`src/design/amap_pkg.sv`:
```
// Shared types and constants for the ADC moisture average and calibration block.
`default_nettype none
package amap_pkg;

    localparam int ADC_W   = 12;   // converter reading width
    localparam int TOTAL_W = 18;   // ring total, holds up to 64 full-scale readings
    localparam int DIV_W   = 24;   // divider dividend / quotient width
    localparam int PCT_W   = 7;
    localparam int LVL_W   = 3;

    localparam logic [ADC_W-1:0] FULL_SCALE = 12'd4095;
    localparam logic [ADC_W-1:0] MV_SCALE   = 12'd3300;
    localparam logic [PCT_W-1:0] PCT_MAX    = 7'd100;

    // avg * 3300 / 4095 reduces to avg * 220 / 273; the rounded-up
    // reciprocal of 273 at 2^29 is exact for every 12-bit average
    localparam int MV_SHIFT  = 29;
    localparam int MV_MULT_W = 29;
    localparam logic [MV_MULT_W-1:0] MV_MULT =
        MV_MULT_W'((((64'd1 << MV_SHIFT) + 64'd272) / 64'd273) * 64'd220);

    localparam logic [PCT_W-1:0] LVL_T1 = 7'd20;
    localparam logic [PCT_W-1:0] LVL_T2 = 7'd40;
    localparam logic [PCT_W-1:0] LVL_T3 = 7'd60;
    localparam logic [PCT_W-1:0] LVL_T4 = 7'd80;

    // configuration register indexes
    localparam logic REG_DRY = 1'b0;
    localparam logic REG_WET = 1'b1;

    typedef enum logic {
        F_IDLE,
        F_UPD
    } t_front_state;

    typedef enum logic [2:0] {
        B_IDLE,
        B_AVG,
        B_PREP,
        B_MAP,
        B_OUT
    } t_back_state;

    typedef struct packed {
        logic             start;
        logic [DIV_W-1:0] dividend;
        logic [ADC_W-1:0] divisor;
    } t_div_req;

    typedef struct packed {
        logic [ADC_W-1:0] dry;
        logic [ADC_W-1:0] wet;
    } t_cal;

endpackage
`default_nettype wire

```
`src/design/amap_div.sv`:
```
// Radix-4 restoring divider, two quotient bits per cycle.
`default_nettype none
module amap_div
    import amap_pkg::*;
(
    input  wire logic             i_clk,
    input  wire logic             i_rst_n,
    input  wire t_div_req         i_req,
    output logic                  o_done,
    output logic [DIV_W-1:0]      o_quo
);

    localparam int STEPS = DIV_W / 2;
    localparam int CNT_W = $clog2(STEPS);

    logic [DIV_W-1:0] r_quo, n_quo;
    logic [ADC_W-1:0] r_rem, n_rem;
    logic [ADC_W-1:0] r_div;
    logic [CNT_W-1:0] r_cnt;
    logic             r_busy;

    always_comb begin
        logic [ADC_W:0] trial;
        n_rem = r_rem;
        n_quo = r_quo;
        for (int k = 0; k < 2; k++) begin
            trial = {n_rem, n_quo[DIV_W-1]};
            if (trial >= {1'b0, r_div}) begin
                n_rem = ADC_W'(trial - {1'b0, r_div});
                n_quo = {n_quo[DIV_W-2:0], 1'b1};
            end else begin
                n_rem = trial[ADC_W-1:0];
                n_quo = {n_quo[DIV_W-2:0], 1'b0};
            end
        end
    end

    always_ff @(posedge i_clk) begin
        if (!i_rst_n) begin
            r_busy <= 1'b0;
            r_cnt  <= '0;
        end else if (i_req.start) begin
            r_busy <= 1'b1;
            r_cnt  <= '0;
        end else if (r_busy) begin
            r_cnt <= r_cnt + 1'b1;
            if (r_cnt == CNT_W'(STEPS - 1)) begin
                r_busy <= 1'b0;
            end
        end
    end

    always_ff @(posedge i_clk) begin
        if (i_req.start) begin
            r_quo <= i_req.dividend;
            r_rem <= '0;
            r_div <= i_req.divisor;
        end else if (r_busy) begin
            r_quo <= n_quo;
            r_rem <= n_rem;
        end
    end

    // done fires on the last step; the quotient is final in the following cycle
    assign o_done = r_busy && (r_cnt == CNT_W'(STEPS - 1));
    assign o_quo  = r_quo;

endmodule
`default_nettype wire

```
`src/design/amap_fifo.sv`:
```
// Two-entry queue of ring totals between the front and back halves.
`default_nettype none
module amap_fifo
    import amap_pkg::*;
(
    input  wire logic               i_clk,
    input  wire logic               i_rst_n,
    input  wire logic               i_push,
    input  wire logic [TOTAL_W-1:0] i_data,
    input  wire logic               i_pop,
    output logic [TOTAL_W-1:0]      o_data,
    output logic                    o_empty,
    output logic                    o_full
);

    logic [TOTAL_W-1:0] r_mem [2];
    logic               r_wr_ptr;
    logic               r_rd_ptr;
    logic [1:0]         r_count;

    logic do_push;
    logic do_pop;

    assign do_push = i_push && !o_full;
    assign do_pop  = i_pop && !o_empty;

    always_ff @(posedge i_clk) begin
        if (!i_rst_n) begin
            r_wr_ptr <= 1'b0;
            r_rd_ptr <= 1'b0;
            r_count  <= '0;
        end else begin
            if (do_push) begin
                r_wr_ptr <= !r_wr_ptr;
            end
            if (do_pop) begin
                r_rd_ptr <= !r_rd_ptr;
            end
            if (do_push && !do_pop) begin
                r_count <= r_count + 1'b1;
            end else if (do_pop && !do_push) begin
                r_count <= r_count - 1'b1;
            end
        end
    end

    always_ff @(posedge i_clk) begin
        if (do_push) begin
            r_mem[r_wr_ptr] <= i_data;
        end
    end

    assign o_data  = r_mem[r_rd_ptr];
    assign o_empty = (r_count == 2'd0);
    assign o_full  = (r_count == 2'd2);

endmodule
`default_nettype wire

```
`src/design/amap_front.sv`:
```
// Front half: accepts samples, updates the sample ring and the running total.
`default_nettype none
module amap_front
    import amap_pkg::*;
#(
    parameter int RING_DEPTH = 16
)(
    input  wire logic               i_clk,
    input  wire logic               i_rst_n,
    input  wire logic               i_push,
    input  wire logic [ADC_W-1:0]   i_sample,
    input  wire logic               i_fifo_full,
    output logic                    o_full,
    output logic                    o_fifo_push,
    output logic [TOTAL_W-1:0]      o_total
);

    localparam int SLOT_W = (RING_DEPTH > 1) ? $clog2(RING_DEPTH) : 1;

    t_front_state r_state, n_state;

    logic [ADC_W-1:0]   r_ring [RING_DEPTH];
    logic               r_vld  [RING_DEPTH];
    logic [ADC_W-1:0]   r_rd;
    logic               r_rd_vld;
    logic [ADC_W-1:0]   r_sample;
    logic [SLOT_W-1:0]  r_slot;
    logic [TOTAL_W-1:0] r_total;

    logic               accept;
    logic               upd;
    logic [ADC_W-1:0]   old_val;
    logic [TOTAL_W-1:0] n_total;

    always_comb begin
        n_state = r_state;
        o_full  = 1'b1;
        accept  = 1'b0;
        upd     = 1'b0;
        case (r_state)
            F_IDLE: begin
                o_full = i_fifo_full;
                if (i_push && !i_fifo_full) begin
                    accept  = 1'b1;
                    n_state = F_UPD;
                end
            end
            F_UPD: begin
                upd     = 1'b1;
                n_state = F_IDLE;
            end
            default: n_state = F_IDLE;
        endcase
    end

    // entries never written since reset read as zero
    assign old_val = r_rd_vld ? r_rd : '0;
    assign n_total = r_total - TOTAL_W'(old_val) + TOTAL_W'(r_sample);

    always_ff @(posedge i_clk) begin
        if (!i_rst_n) begin
            r_state <= F_IDLE;
            r_slot  <= '0;
            r_total <= '0;
            for (int i = 0; i < RING_DEPTH; i++) begin
                r_vld[i] <= 1'b0;
            end
        end else begin
            r_state <= n_state;
            if (upd) begin
                r_total        <= n_total;
                r_vld[r_slot]  <= 1'b1;
                if (r_slot == SLOT_W'(RING_DEPTH - 1)) begin
                    r_slot <= '0;
                end else begin
                    r_slot <= r_slot + 1'b1;
                end
            end
        end
    end

    // ring memory: registered read of the slot about to be overwritten
    always_ff @(posedge i_clk) begin
        if (accept) begin
            r_sample <= i_sample;
            r_rd     <= r_ring[r_slot];
            r_rd_vld <= r_vld[r_slot];
        end
        if (upd) begin
            r_ring[r_slot] <= r_sample;
        end
    end

    assign o_fifo_push = upd;
    assign o_total     = n_total;

endmodule
`default_nettype wire

```
`src/design/amap_back.sv`:
```
// Back half: average, millivolt scale, calibrated percentage and level code.
`default_nettype none
module amap_back
    import amap_pkg::*;
#(
    parameter int RING_DEPTH = 16
)(
    input  wire logic               i_clk,
    input  wire logic               i_rst_n,
    input  wire t_cal               i_cal,
    input  wire logic               i_fifo_empty,
    input  wire logic [TOTAL_W-1:0] i_total,
    output logic                    o_fifo_pop,
    input  wire logic               i_pop,
    output logic                    o_empty,
    output logic [ADC_W-1:0]        o_avg_raw,
    output logic [ADC_W-1:0]        o_voltage_mv,
    output logic [PCT_W-1:0]        o_moisture_pct,
    output logic [LVL_W-1:0]        o_level
);

    // total / RING_DEPTH as a multiply by the rounded-up reciprocal;
    // exact for every total below 2^TOTAL_W
    localparam int AVG_SH = TOTAL_W + $clog2(RING_DEPTH);
    localparam int AVG_MW = TOTAL_W + 2;
    localparam int AVG_PW = TOTAL_W + AVG_MW;
    localparam logic [AVG_MW-1:0] AVG_MULT = AVG_MW'(
        ((longint'(1) << AVG_SH) + longint'(RING_DEPTH) - longint'(1))
        / longint'(RING_DEPTH));
    localparam int MV_PW = ADC_W + MV_MULT_W;

    t_back_state r_state, n_state;

    t_div_req          req;
    logic              done;
    logic [DIV_W-1:0]  quo;

    logic [AVG_PW-1:0] avg_prod;
    logic [ADC_W-1:0]  avg;
    logic [MV_PW-1:0]  mv_prod;
    logic signed [ADC_W:0] num, den;
    logic [ADC_W-1:0]  num_mag, den_mag;
    logic              take_terms;

    logic [ADC_W-1:0]  r_avg;
    logic [ADC_W-1:0]  r_mv;
    logic [ADC_W-1:0]  r_num_mag;
    logic [ADC_W-1:0]  r_den_mag;
    logic              r_neg;
    logic              r_eq;
    logic              load_out;

    logic [PCT_W-1:0]  pct;
    logic [LVL_W-1:0]  lvl;

    logic              r_out_valid;
    logic [ADC_W-1:0]  r_o_avg;
    logic [ADC_W-1:0]  r_o_mv;
    logic [PCT_W-1:0]  r_o_pct;
    logic [LVL_W-1:0]  r_o_lvl;

    amap_div u_div (
        .i_clk   (i_clk),
        .i_rst_n (i_rst_n),
        .i_req   (req),
        .o_done  (done),
        .o_quo   (quo)
    );

    assign avg_prod = AVG_PW'(i_total) * AVG_PW'(AVG_MULT);
    assign avg      = avg_prod[AVG_SH +: ADC_W];
    assign mv_prod  = MV_PW'(r_avg) * MV_PW'(MV_MULT);

    // signed calibration terms, taken from the registered average
    assign num     = $signed({1'b0, r_avg}) - $signed({1'b0, i_cal.dry});
    assign den     = $signed({1'b0, i_cal.wet}) - $signed({1'b0, i_cal.dry});
    assign num_mag = num[ADC_W] ? ADC_W'(-num) : num[ADC_W-1:0];
    assign den_mag = den[ADC_W] ? ADC_W'(-den) : den[ADC_W-1:0];

    always_comb begin
        n_state    = r_state;
        req        = '0;
        o_fifo_pop = 1'b0;
        take_terms = 1'b0;
        load_out   = 1'b0;
        case (r_state)
            B_IDLE: begin
                if (!i_fifo_empty) begin
                    o_fifo_pop = 1'b1;
                    n_state    = B_AVG;
                end
            end
            B_AVG: begin
                take_terms = 1'b1;
                n_state    = B_PREP;
            end
            B_PREP: begin
                req.start    = 1'b1;
                req.dividend = DIV_W'(r_num_mag) * DIV_W'(PCT_MAX);
                req.divisor  = r_den_mag;
                n_state      = B_MAP;
            end
            B_MAP: begin
                if (done) begin
                    n_state = B_OUT;
                end
            end
            B_OUT: begin
                if (!r_out_valid || i_pop) begin
                    load_out = 1'b1;
                    n_state  = B_IDLE;
                end
            end
            default: n_state = B_IDLE;
        endcase
    end

    // quotient rounds toward zero, so any negative result clamps to zero
    always_comb begin
        if (r_eq || r_neg) begin
            pct = '0;
        end else if (quo > DIV_W'(PCT_MAX)) begin
            pct = PCT_MAX;
        end else begin
            pct = quo[PCT_W-1:0];
        end
        if (pct < LVL_T1) begin
            lvl = 3'd0;
        end else if (pct < LVL_T2) begin
            lvl = 3'd1;
        end else if (pct < LVL_T3) begin
            lvl = 3'd2;
        end else if (pct < LVL_T4) begin
            lvl = 3'd3;
        end else begin
            lvl = 3'd4;
        end
    end

    always_ff @(posedge i_clk) begin
        if (!i_rst_n) begin
            r_state     <= B_IDLE;
            r_out_valid <= 1'b0;
        end else begin
            r_state <= n_state;
            if (load_out) begin
                r_out_valid <= 1'b1;
            end else if (i_pop) begin
                r_out_valid <= 1'b0;
            end
        end
    end

    always_ff @(posedge i_clk) begin
        if (o_fifo_pop) begin
            r_avg <= avg;
        end
        if (take_terms) begin
            r_mv      <= mv_prod[MV_SHIFT +: ADC_W];
            r_num_mag <= num_mag;
            r_den_mag <= den_mag;
            r_neg     <= num[ADC_W] ^ den[ADC_W];
            r_eq      <= (den == '0);
        end
        if (load_out) begin
            r_o_avg <= r_avg;
            r_o_mv  <= r_mv;
            r_o_pct <= pct;
            r_o_lvl <= lvl;
        end
    end

    assign o_empty        = !r_out_valid;
    assign o_avg_raw      = r_o_avg;
    assign o_voltage_mv   = r_o_mv;
    assign o_moisture_pct = r_o_pct;
    assign o_level        = r_o_lvl;

endmodule
`default_nettype wire

```
`src/design/adc_moisture_average_map_top.sv`:
```
// Top level of the ADC moisture average and two-point calibration block.
//
// Input queue side: drive i_sample and raise i_push; the transaction is
// taken at a clock edge where i_push is high and o_full is low.
// Result queue side: while o_empty is low the oldest result sits on
// o_avg_raw, o_voltage_mv, o_moisture_pct and o_level; i_pop takes it.
// Calibration: i_cfg_we writes i_cfg_data into dry point (index 0) or
// wet point (index 1); write only while no transaction is in flight.
//
// The front half updates a ring of RING_DEPTH readings and its running
// total in an accept state and an update state, and drops the total
// into a two-entry queue. The back half forms the average and the
// millivolt value by constant reciprocal multiplies, then runs the
// radix-4 divider for the percentage. The back half takes one total at
// a time and returns to idle only once its result is loaded, which sets
// the sustained rate. When results are not popped, the output register,
// the back half and the queue hold four transactions, then o_full rises.
// Reset (i_rst_n low, synchronous) zeroes the ring, total and queues and
// loads dry point 0 and wet point 4095.
`default_nettype none
module adc_moisture_average_map_top
    import amap_pkg::*;
#(
    parameter int RING_DEPTH = 16
)(
    input  wire logic               i_clk,
    input  wire logic               i_rst_n,
    input  wire logic               i_push,
    output logic                    o_full,
    input  wire logic [ADC_W-1:0]   i_sample,
    input  wire logic               i_pop,
    output logic                    o_empty,
    output logic [ADC_W-1:0]        o_avg_raw,
    output logic [ADC_W-1:0]        o_voltage_mv,
    output logic [PCT_W-1:0]        o_moisture_pct,
    output logic [LVL_W-1:0]        o_level,
    input  wire logic               i_cfg_we,
    input  wire logic               i_cfg_idx,
    input  wire logic [ADC_W-1:0]   i_cfg_data
);

    // calibration registers
    t_cal r_cal;

    // front to back queue
    logic               fifo_push;
    logic [TOTAL_W-1:0] fifo_in;
    logic               fifo_pop;
    logic [TOTAL_W-1:0] fifo_out;
    logic               fifo_empty;
    logic               fifo_full;

    always_ff @(posedge i_clk) begin
        if (!i_rst_n) begin
            r_cal.dry <= '0;
            r_cal.wet <= FULL_SCALE;
        end else if (i_cfg_we) begin
            case (i_cfg_idx)
                REG_DRY: r_cal.dry <= i_cfg_data;
                REG_WET: r_cal.wet <= i_cfg_data;
                default: ;
            endcase
        end
    end

    amap_front #(
        .RING_DEPTH (RING_DEPTH)
    ) u_front (
        .i_clk       (i_clk),
        .i_rst_n     (i_rst_n),
        .i_push      (i_push),
        .i_sample    (i_sample),
        .i_fifo_full (fifo_full),
        .o_full      (o_full),
        .o_fifo_push (fifo_push),
        .o_total     (fifo_in)
    );

    amap_fifo u_fifo (
        .i_clk   (i_clk),
        .i_rst_n (i_rst_n),
        .i_push  (fifo_push),
        .i_data  (fifo_in),
        .i_pop   (fifo_pop),
        .o_data  (fifo_out),
        .o_empty (fifo_empty),
        .o_full  (fifo_full)
    );

    amap_back #(
        .RING_DEPTH (RING_DEPTH)
    ) u_back (
        .i_clk          (i_clk),
        .i_rst_n        (i_rst_n),
        .i_cal          (r_cal),
        .i_fifo_empty   (fifo_empty),
        .i_total        (fifo_out),
        .o_fifo_pop     (fifo_pop),
        .i_pop          (i_pop),
        .o_empty        (o_empty),
        .o_avg_raw      (o_avg_raw),
        .o_voltage_mv   (o_voltage_mv),
        .o_moisture_pct (o_moisture_pct),
        .o_level        (o_level)
    );

endmodule
`default_nettype wire

```
`config.mk`:
```
export PLATFORM = sky130hd
export DESIGN_NAME = adc_moisture_average_map_top
export DESIGN_NICKNAME = d
export VERILOG_FILES = /design/src/design/amap_pkg.sv /design/src/design/amap_div.sv /design/src/design/amap_fifo.sv /design/src/design/amap_front.sv /design/src/design/amap_back.sv /design/src/design/adc_moisture_average_map_top.sv
export SDC_FILE = /design/constraint.sdc
export NUM_CORES = 1
export LEC_CHECK = 0
export CAP_MARGIN = 20
export CORE_MARGIN = 4
export CORE_UTILIZATION = 45
export DETAILED_ROUTE_END_ITERATION = 10
export DONT_BUFFER_PORTS = 1
export PLACE_DENSITY = 0.68
export SYNTH_ARGS = -nofsm -noshare
export SYNTH_HDL_FRONTEND = slang
export SYNTH_SLANG_ARGS = --single-unit
```
`constraint.sdc`:
```
create_clock -name i_clk -period 6.9 [get_ports i_clk]
set_input_delay 1.035 -clock i_clk [delete_from_list [all_inputs] [get_ports i_clk]]
set_output_delay 1.035 -clock i_clk [all_outputs]
set_load 0.005 [all_outputs]
```
Word-level counts from Yosys, hierarchy flattened
Memories as Yosys holds them, arrays and structs flattened. A register that Yosys moved wholly into a read port is not among the register bits.
Cells that the tools add are included.
{ "op_classes": {"add_sub_neg": 12, "multipliers": 2, "magnitude_cmp": 7, "eq_ne": 10, "n_mux": 47, "bitwise": 4, "reduce_logical": 28} }
{ "ops": {"columns": ["operator", "n"], "rows": [
  ["12-bit 2-to-1 mux", 5],
  ["24-bit 2-to-1 mux", 2],
  ["12-bit by 27-bit multiplier with 39-bit output, second input constant", 1],
  ["37-bit 2-to-1 mux", 1],
  ["13-bit by 12-bit >= comparator with 1-bit output", 2],
  ["1-bit 2-to-1 mux", 26],
  ["12-bit by 12-bit subtractor with 13-bit output", 2],
  ["24-bit by 7-bit > comparator with 1-bit output, second input constant", 1],
  ["12-bit negation", 2],
  ["12-bit subtractor", 2],
  ["18-bit by 12-bit adder with 18-bit output", 1],
  ["18-bit by 12-bit subtractor with 18-bit output", 1],
  ["12-bit by 5-bit multiplier with 17-bit output, second input constant", 1],
  ["3-bit case mux with 5 select lines", 1],
  ["7-bit by 6-bit less-than comparator with 1-bit output, second input constant", 2],
  ["7-bit 2-to-1 mux", 2],
  ["13-bit zero test", 1],
  ["3-bit 2-to-1 mux", 4],
  ["4-bit by 1-bit adder with 4-bit output, second input constant", 2],
  ["4-bit == test, second input constant", 2],
  ["4-bit 2-to-1 mux", 2],
  ["1-bit zero test", 7],
  ["7-bit by 5-bit less-than comparator with 1-bit output, second input constant", 1],
  ["7-bit less-than comparator, second input constant", 1],
  ["other kinds (22)", 38]
]} }
{ "totals": {"regBits": 192, "ram_bits": 244, "in_bits": 30, "out_inout_bits": 36, "n_memories": 3} }
{ "memory_table": {"columns": ["name", "depth", "word_bits", "read_ports", "rd_clocked_by_memory_dff", "write_ports", "line_no", "text"], "rows": [
  ["u_front.r_ring", 16, 12, 1, 1, 1, "amap_front.sv:22", "logic [ADC_W-1:0] r_ring [RING_DEPTH];"],
  ["u_fifo.r_mem", 2, 18, 1, 1, 1, "amap_fifo.sv:16", "logic [TOTAL_W-1:0] r_mem [2];"],
  ["u_front.r_vld", 16, 1, 1, 1, 16, "amap_front.sv:23", "logic r_vld [RING_DEPTH];"]
]} }

Logic depth before layout (Yosys ltp)
Gate-level depths: netlist of run 1.
{ "logic_depth": {"ltp_word": 7, "depth_mapped": 21, "ltp_nobuf": 21} }

Hierarchy
Synthesis of run 1 repeated with hierarchy kept, for this count alone.
{ "hier_totals": {"hier_cells": 2252, "area_unflattened_um2": 27809.2} }
{ "by_module_without_submodules": {"columns": ["mod", "n_inst", "cells_each", "area_per_inst_um2"], "rows": [
  ["amap_front", 1, 669, 11125.7],
  ["amap_back", 1, 1040, 10585.2],
  ["amap_div", 1, 356, 3595.9],
  ["amap_fifo", 1, 81, 1530.2],
  ["adc_moisture_average_map_top", 1, 106, 972.2]
]} }

Worst setup path before layout of run 1
Ideal clock, no wire load.
{ "synth_path": {"path_type": "reg2reg", "from": "register u_back.r_avg[6] (read register of u_fifo.r_mem)", "to": "register u_back.r_mv[6] (data pin)", "setup_time_ns": 0.258, "arrival_ns": 5.094, "t_required_ns": 6.642, "path_slack_ns": 1.548, "stages_incl_launch_ff": 20, "period_less_slack_ns": 5.352, "path_cell_list": "edfxtp_1 > fa_1 > inv_1 > fa_1 > fa_1 > inv_1 > fa_1 > inv_1 > fa_1 > inv_1 > ha_1 > a21o_1 > a21o_1 > a21o_1 > a21o_1 > a2111oi_4 > o21ai_1 > o311a_1 > nor2_1 > xnor2_1"} }
{ "synth_via": {"elab_chain_len": 1} }
{ "synth_lines": {"columns": ["item", "line_no", "text"], "rows": [
  ["start, declared", "amap_back.sv:45", "logic [ADC_W-1:0] r_avg;"],
  ["12-bit by 27-bit multiplier with 39-bit output", "amap_back.sv:72", "assign mv_prod = MV_PW'(r_avg) * MV_PW'(MV_MULT);"],
  ["net u_back.mv_prod[35]", "amap_back.sv:40", "logic [MV_PW-1:0] mv_prod;"],
  ["end signal, assigned", "amap_back.sv:159", "r_mv <= mv_prod[MV_SHIFT +: ADC_W];"],
  ["end, declared", "amap_back.sv:46", "logic [ADC_W-1:0] r_mv;"]
]} }
The timed path passes the listed nets, and every way through them passes these cells.
A chain may end at the register's enable or synchronous reset.

Final worst setup path of run 1
{ "layout_path": {"from": "register u_back.r_avg[10] (read register of u_fifo.r_mem)", "to": "register u_back.r_mv[11] (data pin)"} }
Same word-level chain as after synthesis.

==> impl_results.md, run 1 <==
- First-pass GRT wire length: a little under 90,000 um
- Synth area leaders: edfxtp_1 42%, ha_1 11%, fa_1 9.8%
- HP Class: reg2reg
- Largest net degree at the start of global routing: 59
- Vias in the first global route: 16,000
- Crit path required time: 7.22 ns
- WHS Path Cells: 0
- Post-synth EDFFs: 361
- Hold endpoint: u_back.o_voltage_mv[1]
- Input/output buffers: 0
- Slew HR: 24.7%
- All-layer global routing usage: 18.6%
- Worst hold start: u_back.r_mv[1]
- CTS tree: built
- Clk sink count: 447
- RSZ-0062 raised after global routing: false
- # Max-Cap Violations: 0
- Synth cell types: 65
- Via count: approximately 15,000
- DR iter-0 viols: 1,025
- Fill cell count: 4,838
- H-tree levels: 2
- Mapped Area: 25,900 um2
- Slew Limit Fails: 0
- Die width: 248 um
- Ports: between 60 and 70
- Syn avg cell area: about 12 um2
- Crit-path cells: inv_1 -> ha_1 -> inv_1 -> fa_1 -> inv_1 -> fa_1 -> fa_1 -> fa_1 -> inv_1 -> ha_1 -> nand4_1 -> nor2_1 -> o21ai_0 -> a211oi_1 -> a2111oi_4 -> o21ba_2 -> o21ai_0 -> a21oi_1 -> xnor2_1
- Commonest cells post-synth: 361 x edfxtp_1, 330 x inv_1, 221 x ha_1
- Synth warnings: 0
- Max Freq: ~160 MHz
- Synthesized net count: 2,461
- Final Setup Violations: 0
- Initial antenna violation count: 1
- Critical path arrival: ~6.4 ns
- Count leader, synth: edfxtp_1
- Reg2reg setup slack: 0.79 ns
- Worst slew pin tran: 1.13 ns
- Die area: between 60,000 and 70,000 um2
- Diode count: 0
- Mapped Cells: roughly 2,100
- Core footprint: around 57,000 um2
- Predominant post-synthesis flop cell: edfxtp_1
- Number of synthesized register bits: 447
- Rows: 87
- Asr flop ratio synth: 0%
- Post-route ant nets: 0
- Routed len/inst: 19.3 um
- 1st-pass router iterations: 5
- CP endpoint kind: flop
- Initial Util: 45.6%
- Crit Path Max Fanout: 8
- # nets final: approximately 2,500
- Share of cells above drive strength 1: 9.12%
- TritonCTS Buffers: 47
- Period minus WS final: 6.11 ns
- Min Hold Slack: between 0.4 and 0.5 ns
- Max Clock Skew: approximately 0.023 ns
- Tcrit/Tclk final: 88.6%
- Worst R2R Path Depth: 19
- Area delta synth->final: 9.77%
- Synth top area share: 41.9%
- Final TNS setup: 0 ns
- Root Buffer: clkbuf_16
- Grt ovf: 0
- HPWL after detailed placement: 39,900 um
- Routed WL: 55,800 um
- Cts repair resizes: 0
- Gpl congestion: about 0.94
- DRC Markers: 0
- Worst skew pair latency: about 0.6 ns
- CTS Buffer Depth: 3
- Cell accounting for the most synthesized area: edfxtp_1
- Setup slack at placement: 0.865 ns
- Critical path type: reg2reg
- Setup ws final: 0.787 ns
- Startpoint Class: flop
- Crit-path max cell delay: 0.60 ns
- Final Hold Viols: 0
- Status: finished clean
- Reg-to-Reg End: u_back.r_mv[11]
- Post-CTS Hold Buffers: 0
- Clk slew on worst S/H paths: 0.06 ns
- Vias/cell: 5.30
- Post-CTS setup buffers: 0
- Die height: 248 um
- Seq/Total Area, Yosys: 48.5%
- CP max stage cell: a211oi_1
- R2R Path Start: u_back.r_avg[10]
==> stage by stage <==
step	instances	util (%)	instance area, um2
after floorplan	2083	-	25900
after global placement	2802	47.2	26700
after detailed placement	2802	47.2	26700
after CTS	2890	50.0	28300
after global routing	2894	50.1	28400
final	2894	50.1	28400
==> routing by layer <==
layer / track usage [%] / up-vias / part of all wire (%)
met5: 0 / - / 0
met4: 5.54 / 0 / 2.8
met3: 2.94 / 81 / 4.7
met2: 31.8 / 348 / 49
met1: 24.7 / 7620 / 44
li1: - / 7300 / -
==> cell usage in the layout (no fill, tap or decap), drive strengths merged, types with 17 or more instances in the layout <==
cell type	instances
nor2b	23
nor2	102
dfxtp	86
o21ai	63
mux2i	23
nand2	133
nor3	23
edfxtp	361
inv	335
and2	50
nand3	30
o21a	29
fa	127
mux4	65
ha	221
xnor2	60
clkbuf	64
xor2	43
a21oi	86
a21o	20
mux2	17
==> critical path, delay by kind of cell (launching register included) <==
kind,cells,cell delay (ns)
simple gates,2,0.30
buf+inv,4,0.39
compound gates,6,1.65
xor+xnor,1,0.13
flops,1,0.58
fa+ha+maj,6,2.80
==> kinds of logic (layout without fill, tap and decap cells) <==
family          count (synthesis)  after routing  share of synthesized area (%)
compound gates                268            268                           6.62
xor+xnor                      103            103                           3.49
fa+ha+maj                     349            349                           20.5
buf+inv                       378            433                           5.50
flops                         447            447                           48.5
mux                           105            105                           7.29
simple gates                  433            433                           8.03
==> area by class of cell <==
cell class	instances	area, um2	area share (%)
Inverter	330	1240	4.36
Sequential cell	447	12600	44.2
Timing Repair Buffer	15	148	0.520
Clock buffer	64	1310	4.62
Multi-Input combinational cell	1258	11900	41.9
Tap cell	756	946	3.33
Clock inverter	24	285	1.00
==> worst max path at each step <==
| stage | slack, ns | to | startpoint | depth (start not counted) |
|---|---|---|---|---|
| 2_1_floorplan | 1.55 | u_back.r_mv[6] | u_back.r_avg[6] | 19 |
| 3_3_place_gp | 0.96 | u_back.r_mv[11] | u_back.r_avg[10] | 19 |
| 3_5_place_dp | 0.86 | u_back.r_mv[11] | u_back.r_avg[10] | 19 |
| 4_1_cts | 0.82 | u_back.r_mv[11] | u_back.r_avg[10] | 19 |
| 5_1_grt | 0.52 | u_back.r_mv[11] | u_back.r_avg[10] | 19 |
| 6_report | 0.79 | u_back.r_mv[11] | u_back.r_avg[10] | 19 |
==> state kept, by name (all words and copies together) (netlist names), 16 cells and up <==
name,cells
u_back.u_div.o_quo,24
r_cal,24
u_front.r_ring,192
u_front.r_vld,16
u_front.r_total,16
u_fifo.r_mem,24
Power of run 1 is not shown: default switching activity piles up to over one toggle a cycle in this logic, so the estimate is an artifact.
==> run 2: changes to the inputs <==
Settings changed: TNS_END_PERCENT from default to 1.
Clock period 6.9 ns to 6.7 ns, I/O delays scaled along.
==> run 2 against run 1 <==
Effect of this change: first-iteration DRC count fell by 3.8%; fmax rose by 0.30%; worst hold slack barely moved; critical path type unchanged; critical endpoint unchanged; largest cell class unchanged.
==> impl_results.md, run 2 (synthesis gave the netlist of run 1 again) <==
- Status: finished clean
- Die width: approximately 250 um
- First-pass GRT wire length: 87,500 um
- Reg2reg setup slack: 0.61 ns
- Root Buffer: clkbuf_16
- HPWL after detailed placement: 39,900 um
- Cts repair resizes: 0
- CTS Buffer Depth: 3
- CP endpoint kind: flop
- Initial Util: between 40% and 50%
- DRC Markers: 0
- Area post-placement: 26,800 um2
- Critical Path Sink: u_back.r_mv[11]
- Tcrit/Tclk final: 91.0%
- Final core occ: 50.1%
- Commonest non-fill, non-tap cell in the layout: edfxtp_1
- Max Clock Skew: 0.0456 ns
- Input/output buffers: 0
- Max Freq: 164 MHz
- Share of cells above drive strength 1: 8.98%
- Initial antenna violation count: 0
- Most flops, register: u_front.r_ring
- 1st-pass router iterations: 5
- Post-CTS Hold Buffers: 0
- Final TNS setup: 0 ns
- Gpl congestion: 0.931
- Clk sink count: between 400 and 500
- Core footprint: 56,700 um2
- Slew Limit Fails: 0
- RSZ-0062 raised after global routing: false
- Setup slack at placement: around 0.6 ns
- Area delta synth->final: 9.84%
- H-tree levels: 2
- Slew HR: 27.5%
- Routed WL: 55,800 um
- Commonest non-fill, non-tap cells in the layout: 361 x edfxtp_1, 330 x inv_1, 221 x ha_1
- Post-CTS setup buffers: 0
- Via count: 15,400
- Die area: around 61,000 um2
- Critical path arrival: 6.40 ns
- Ports: 66
- Final Setup Violations: 0
- Crit path required time: 7.01 ns
- Die height: 248 um
- Grt ovf: 0
- Vias/cell: 5.31
- # nets final: 2,478
- HP Class: reg2reg
- Post-route ant nets: 0
- Reg-to-Reg End: u_back.r_mv[11]
- Startpoint Class: flop
- Rows: 87
- CTS tree: built
- Period minus WS final: 6.09 ns
- DR iter-0 viols: around 1,000
- Design Area, Final: ~28,000 um2
- Diode count: 0
- Final Hold Viols: 0
- TritonCTS Buffers: 47
- Routed len/inst: around 19 um
- R2R Path Start: u_back.r_avg[10]
- Setup ws final: 0.605 ns
- CP Launch Point: u_back.r_avg[10]
- Largest net degree at the start of global routing: just under 60
- Critical path type: reg2reg
- Worst skew pair latency: around 0.60 ns
- Worst R2R Path Depth: 19
- Vias in the first global route: around 16,000
- All-layer global routing usage: a little under a fifth
- Worst slew pin tran: ~1.1 ns
- Number of flip-flops in the largest register: 192
- # Max-Cap Violations: 0
- Crit Path Max Fanout: 8
- Clk slew on worst S/H paths: 0.07 ns
[run 2: worst min path at each step]
stage,startpoint,to,slack (ns),cells past startpoint
3_5_place_dp,u_back.r_mv[2],u_back.o_voltage_mv[2],0.41,0
6_report,u_back.r_mv[1],u_back.o_voltage_mv[1],0.42,0
2_1_floorplan,u_back.r_mv[0],u_back.o_voltage_mv[0],0.40,0
5_1_grt,u_back.r_mv[5],u_back.o_voltage_mv[5],0.43,0
3_3_place_gp,u_back.r_mv[3],u_back.o_voltage_mv[3],0.41,0
4_1_cts,u_back.r_mv[2],u_back.o_voltage_mv[2],0.42,0
[run 2: worst max-delay path: stages (launching register included)]
cell and delay, ns:
edfxtp_1 0.59, inv_1 0.15, ha_1 0.37, inv_1 0.12, fa_1 0.59, inv_1 0.07
fa_1 0.49, fa_1 0.53, fa_1 0.55, inv_1 0.04, ha_1 0.27, nand4_1 0.09
nor2_1 0.20, o21ai_0 0.12, a211oi_1 0.55, a2111oi_4 0.21, o21ba_2 0.31, o21ai_0 0.31
a21oi_1 0.14, xnor2_1 0.14
[run 2: cell type report]
cell class                      count  area [um2]
Fill cell                        4830       28300
Sequential cell                   447       12600
Multi-Input combinational cell   1258       11900
Clock buffer                       60        1240
Inverter                          330        1240
Tap cell                          756         946
Clock inverter                     26         330
Timing Repair Buffer               16         188
[run 2: through the flow]
step / hold WS [ns] / cells
2_1_floorplan: 0.400 / 2083
3_5_place_dp: 0.406 / 2804
3_3_place_gp: 0.406 / 2803
5_1_grt: 0.430 / 2893
6_report: 0.419 / 2893
4_1_cts: 0.421 / 2890
[run 2: layer usage]
metal	vias to the layer above	GRT usage [%]	share of wire, %
li1	7288	-	-
met1	7662	24.6	44
met2	354	31.1	49
met3	69	3.14	5.1
met4	0	5.23	2.6
met5	-	0	0
Power of run 2 is left out for the same reason.
==> run 3: changes to the inputs <==
Settings changed: REMOVE_ABC_BUFFERS from default to 1.
==> run 3 against run 2 <==
Effect of this change: non-clock buffer count decreased by 2; utilization grew 0.28 points; sequential cell count stayed put; largest cell class unchanged; final area rose by 0.55%; critical endpoint is now u_back.r_mv[6]; count of clock-buffer cells in the layout shrank 3; via count rose by 0.44%; worst hold slack better by 0.0012 ns; clock skew shrank 0.028 ns.
==> impl_results.md, run 3 (synthesis gave the netlist of run 1 again) <==
- Largest net degree at the start of global routing: 59
- Post-CTS Hold Buffers: 0
- Initial antenna violation count: 0
- Crit Path Max Fanout: 10
- Crit path required time: ~7 ns
- Input/output buffers: 0
- All-layer global routing usage: between 10% and 20%
- Area delta synth->final: 10.4%
- Worst R2R Path Depth: 17
- Critical path arrival: 6.29 ns
- Routed WL: about 56,000 um
- Max Clock Skew: 0.0180 ns
- Final Setup Violations: 0
- Rows: 87
- First-pass GRT wire length: 89,000 um
- Reg2reg setup slack: 0.74 ns
- Post-route ant nets: 0
- Die height: 248 um
- Max Freq: approximately 170 MHz
- CP Launch Point: u_back.r_avg[4]
- Commonest non-fill, non-tap cells in the layout: 361 x edfxtp_1, 330 x inv_1, 221 x ha_1
- Routed len/inst: 19.4 um
- CTS tree: built
- Worst slew pin tran: 1.16 ns
- H-tree levels: 2
- Period minus WS final: 5.96 ns
- Core footprint: 56,700 um2
- RSZ-0062 raised after global routing: false
- HP Class: reg2reg
- Slew Limit Fails: 0
- Status: finished clean
- Diode count: 0
- DR iter-0 viols: about 1,100
- Grt ovf: 0
- # Max-Cap Violations: 0
- Ports: between 60 and 70
- Die area: 61,400 um2
- Post-CTS setup buffers: 0
- Fill cell count: 4,854
- 1st-pass router iterations: 6
- Commonest non-fill, non-tap cell in the layout: edfxtp_1
- Critical Path Sink: u_back.r_mv[6]
- Most flops, register: u_front.r_ring
- Clk slew on worst S/H paths: 0.06 ns
- Cts repair resizes: 0
- Slew HR: 22.9%
- Vias in the first global route: 15,900
- Final Hold Viols: 0
- HPWL after detailed placement: roughly 39,000 um
- Worst skew pair latency: a little under 0.6 ns
- Die width: 248 um
- Reg-to-Reg End: u_back.r_mv[6]
- Vias/cell: 5.33
- Root Buffer: clkbuf_16
- Gpl congestion: around 0.95
- Clk sink count: ~450
- Final TNS setup: 0 ns
- CTS Buffer Depth: 3
- TritonCTS Buffers: 49
- CP endpoint kind: flop
- DRC Markers: 0
- Number of flip-flops in the largest register: 192
- Initial Util: 45.6%
- Share of cells above drive strength 1: 9.63%
- # nets final: 2,478
- Via count: 15,400
- Startpoint Class: flop
- R2R Path Start: u_back.r_avg[4]
- Tcrit/Tclk final: between 80% and 90%
- Critical path type: reg2reg
==> run 3: changes by cell type in the layout (fill, tap and decap cells not counted), sizes merged <==
cell      before  now
clkbuf        60   57
clkinv        13   19
buf           16   14
clkinvlp       4    2
inv          334  333
bufinv         5   10
==> run 3: metal layers <==
| layer | part of all wire, % | track usage, % | vias up |
|---|---|---|---|
| met5 | 0 | 0 | - |
| met4 | 2.2 | 4.51 | 0 |
| met3 | 5.5 | 3.04 | 81 |
| met2 | 49 | 31.4 | 403 |
| met1 | 44 | 25.3 | 7679 |
| li1 | - | - | 7278 |
==> run 3: worst max-delay path: stages, from the launching register on <==
cell and delay [ns]:
edfxtp_1 0.72, inv_1 0.19, ha_1 0.32, inv_1 0.09
ha_1 0.25, fa_1 0.57, fa_1 0.56, inv_1 0.06
fa_1 0.53, inv_1 0.04, ha_1 0.30, a211oi_1 0.46
o311ai_1 0.33, a2111oi_4 0.53, o21ai_1 0.23, o311a_1 0.34
nor2_1 0.12, xnor2_1 0.07
==> run 3: final cells by class <==
| class | count | area [um2] | area share, % |
|---|---|---|---|
| inverters | 330 | 1240 | 4.33 |
| repair buffers | 14 | 125 | 0.438 |
| well taps | 756 | 946 | 3.31 |
| clock buffers | 57 | 1320 | 4.60 |
| clock inverters | 34 | 478 | 1.67 |
| multi-input cells | 1258 | 11900 | 41.7 |
| flip-flops and latches | 447 | 12600 | 44.0 |
==> run 3: worst min-delay path by stage <==
stage	startpoint	to	slack [ns]	depth (start not counted)
after global placement	u_back.r_mv[2]	u_back.o_voltage_mv[2]	0.40	0
after detailed placement	u_back.r_mv[9]	u_back.o_voltage_mv[9]	0.41	0
after floorplan	u_back.r_mv[0]	u_back.o_voltage_mv[0]	0.40	0
after CTS	u_back.r_mv[9]	u_back.o_voltage_mv[9]	0.42	0
after global routing	u_back.r_mv[7]	u_back.o_voltage_mv[7]	0.43	0
final	u_back.r_mv[5]	u_back.o_voltage_mv[5]	0.42	0
==> run 3: metrics by stage <==
stage          instance area, um2  setup slack, ns  hold slack [ns]  std cells  utilization [%]
6_report                    28600            0.739            0.421       2896             50.4
5_1_grt                     28600            0.371            0.435       2896             50.4
4_1_cts                     28600            0.696            0.419       2896             50.4
3_5_place_dp                26800            0.757            0.405       2805             47.2
3_3_place_gp                26800            0.877            0.402       2804             47.2
2_1_floorplan               25700             1.35            0.400       2035                -
Power of run 3 is left out for the same reason.
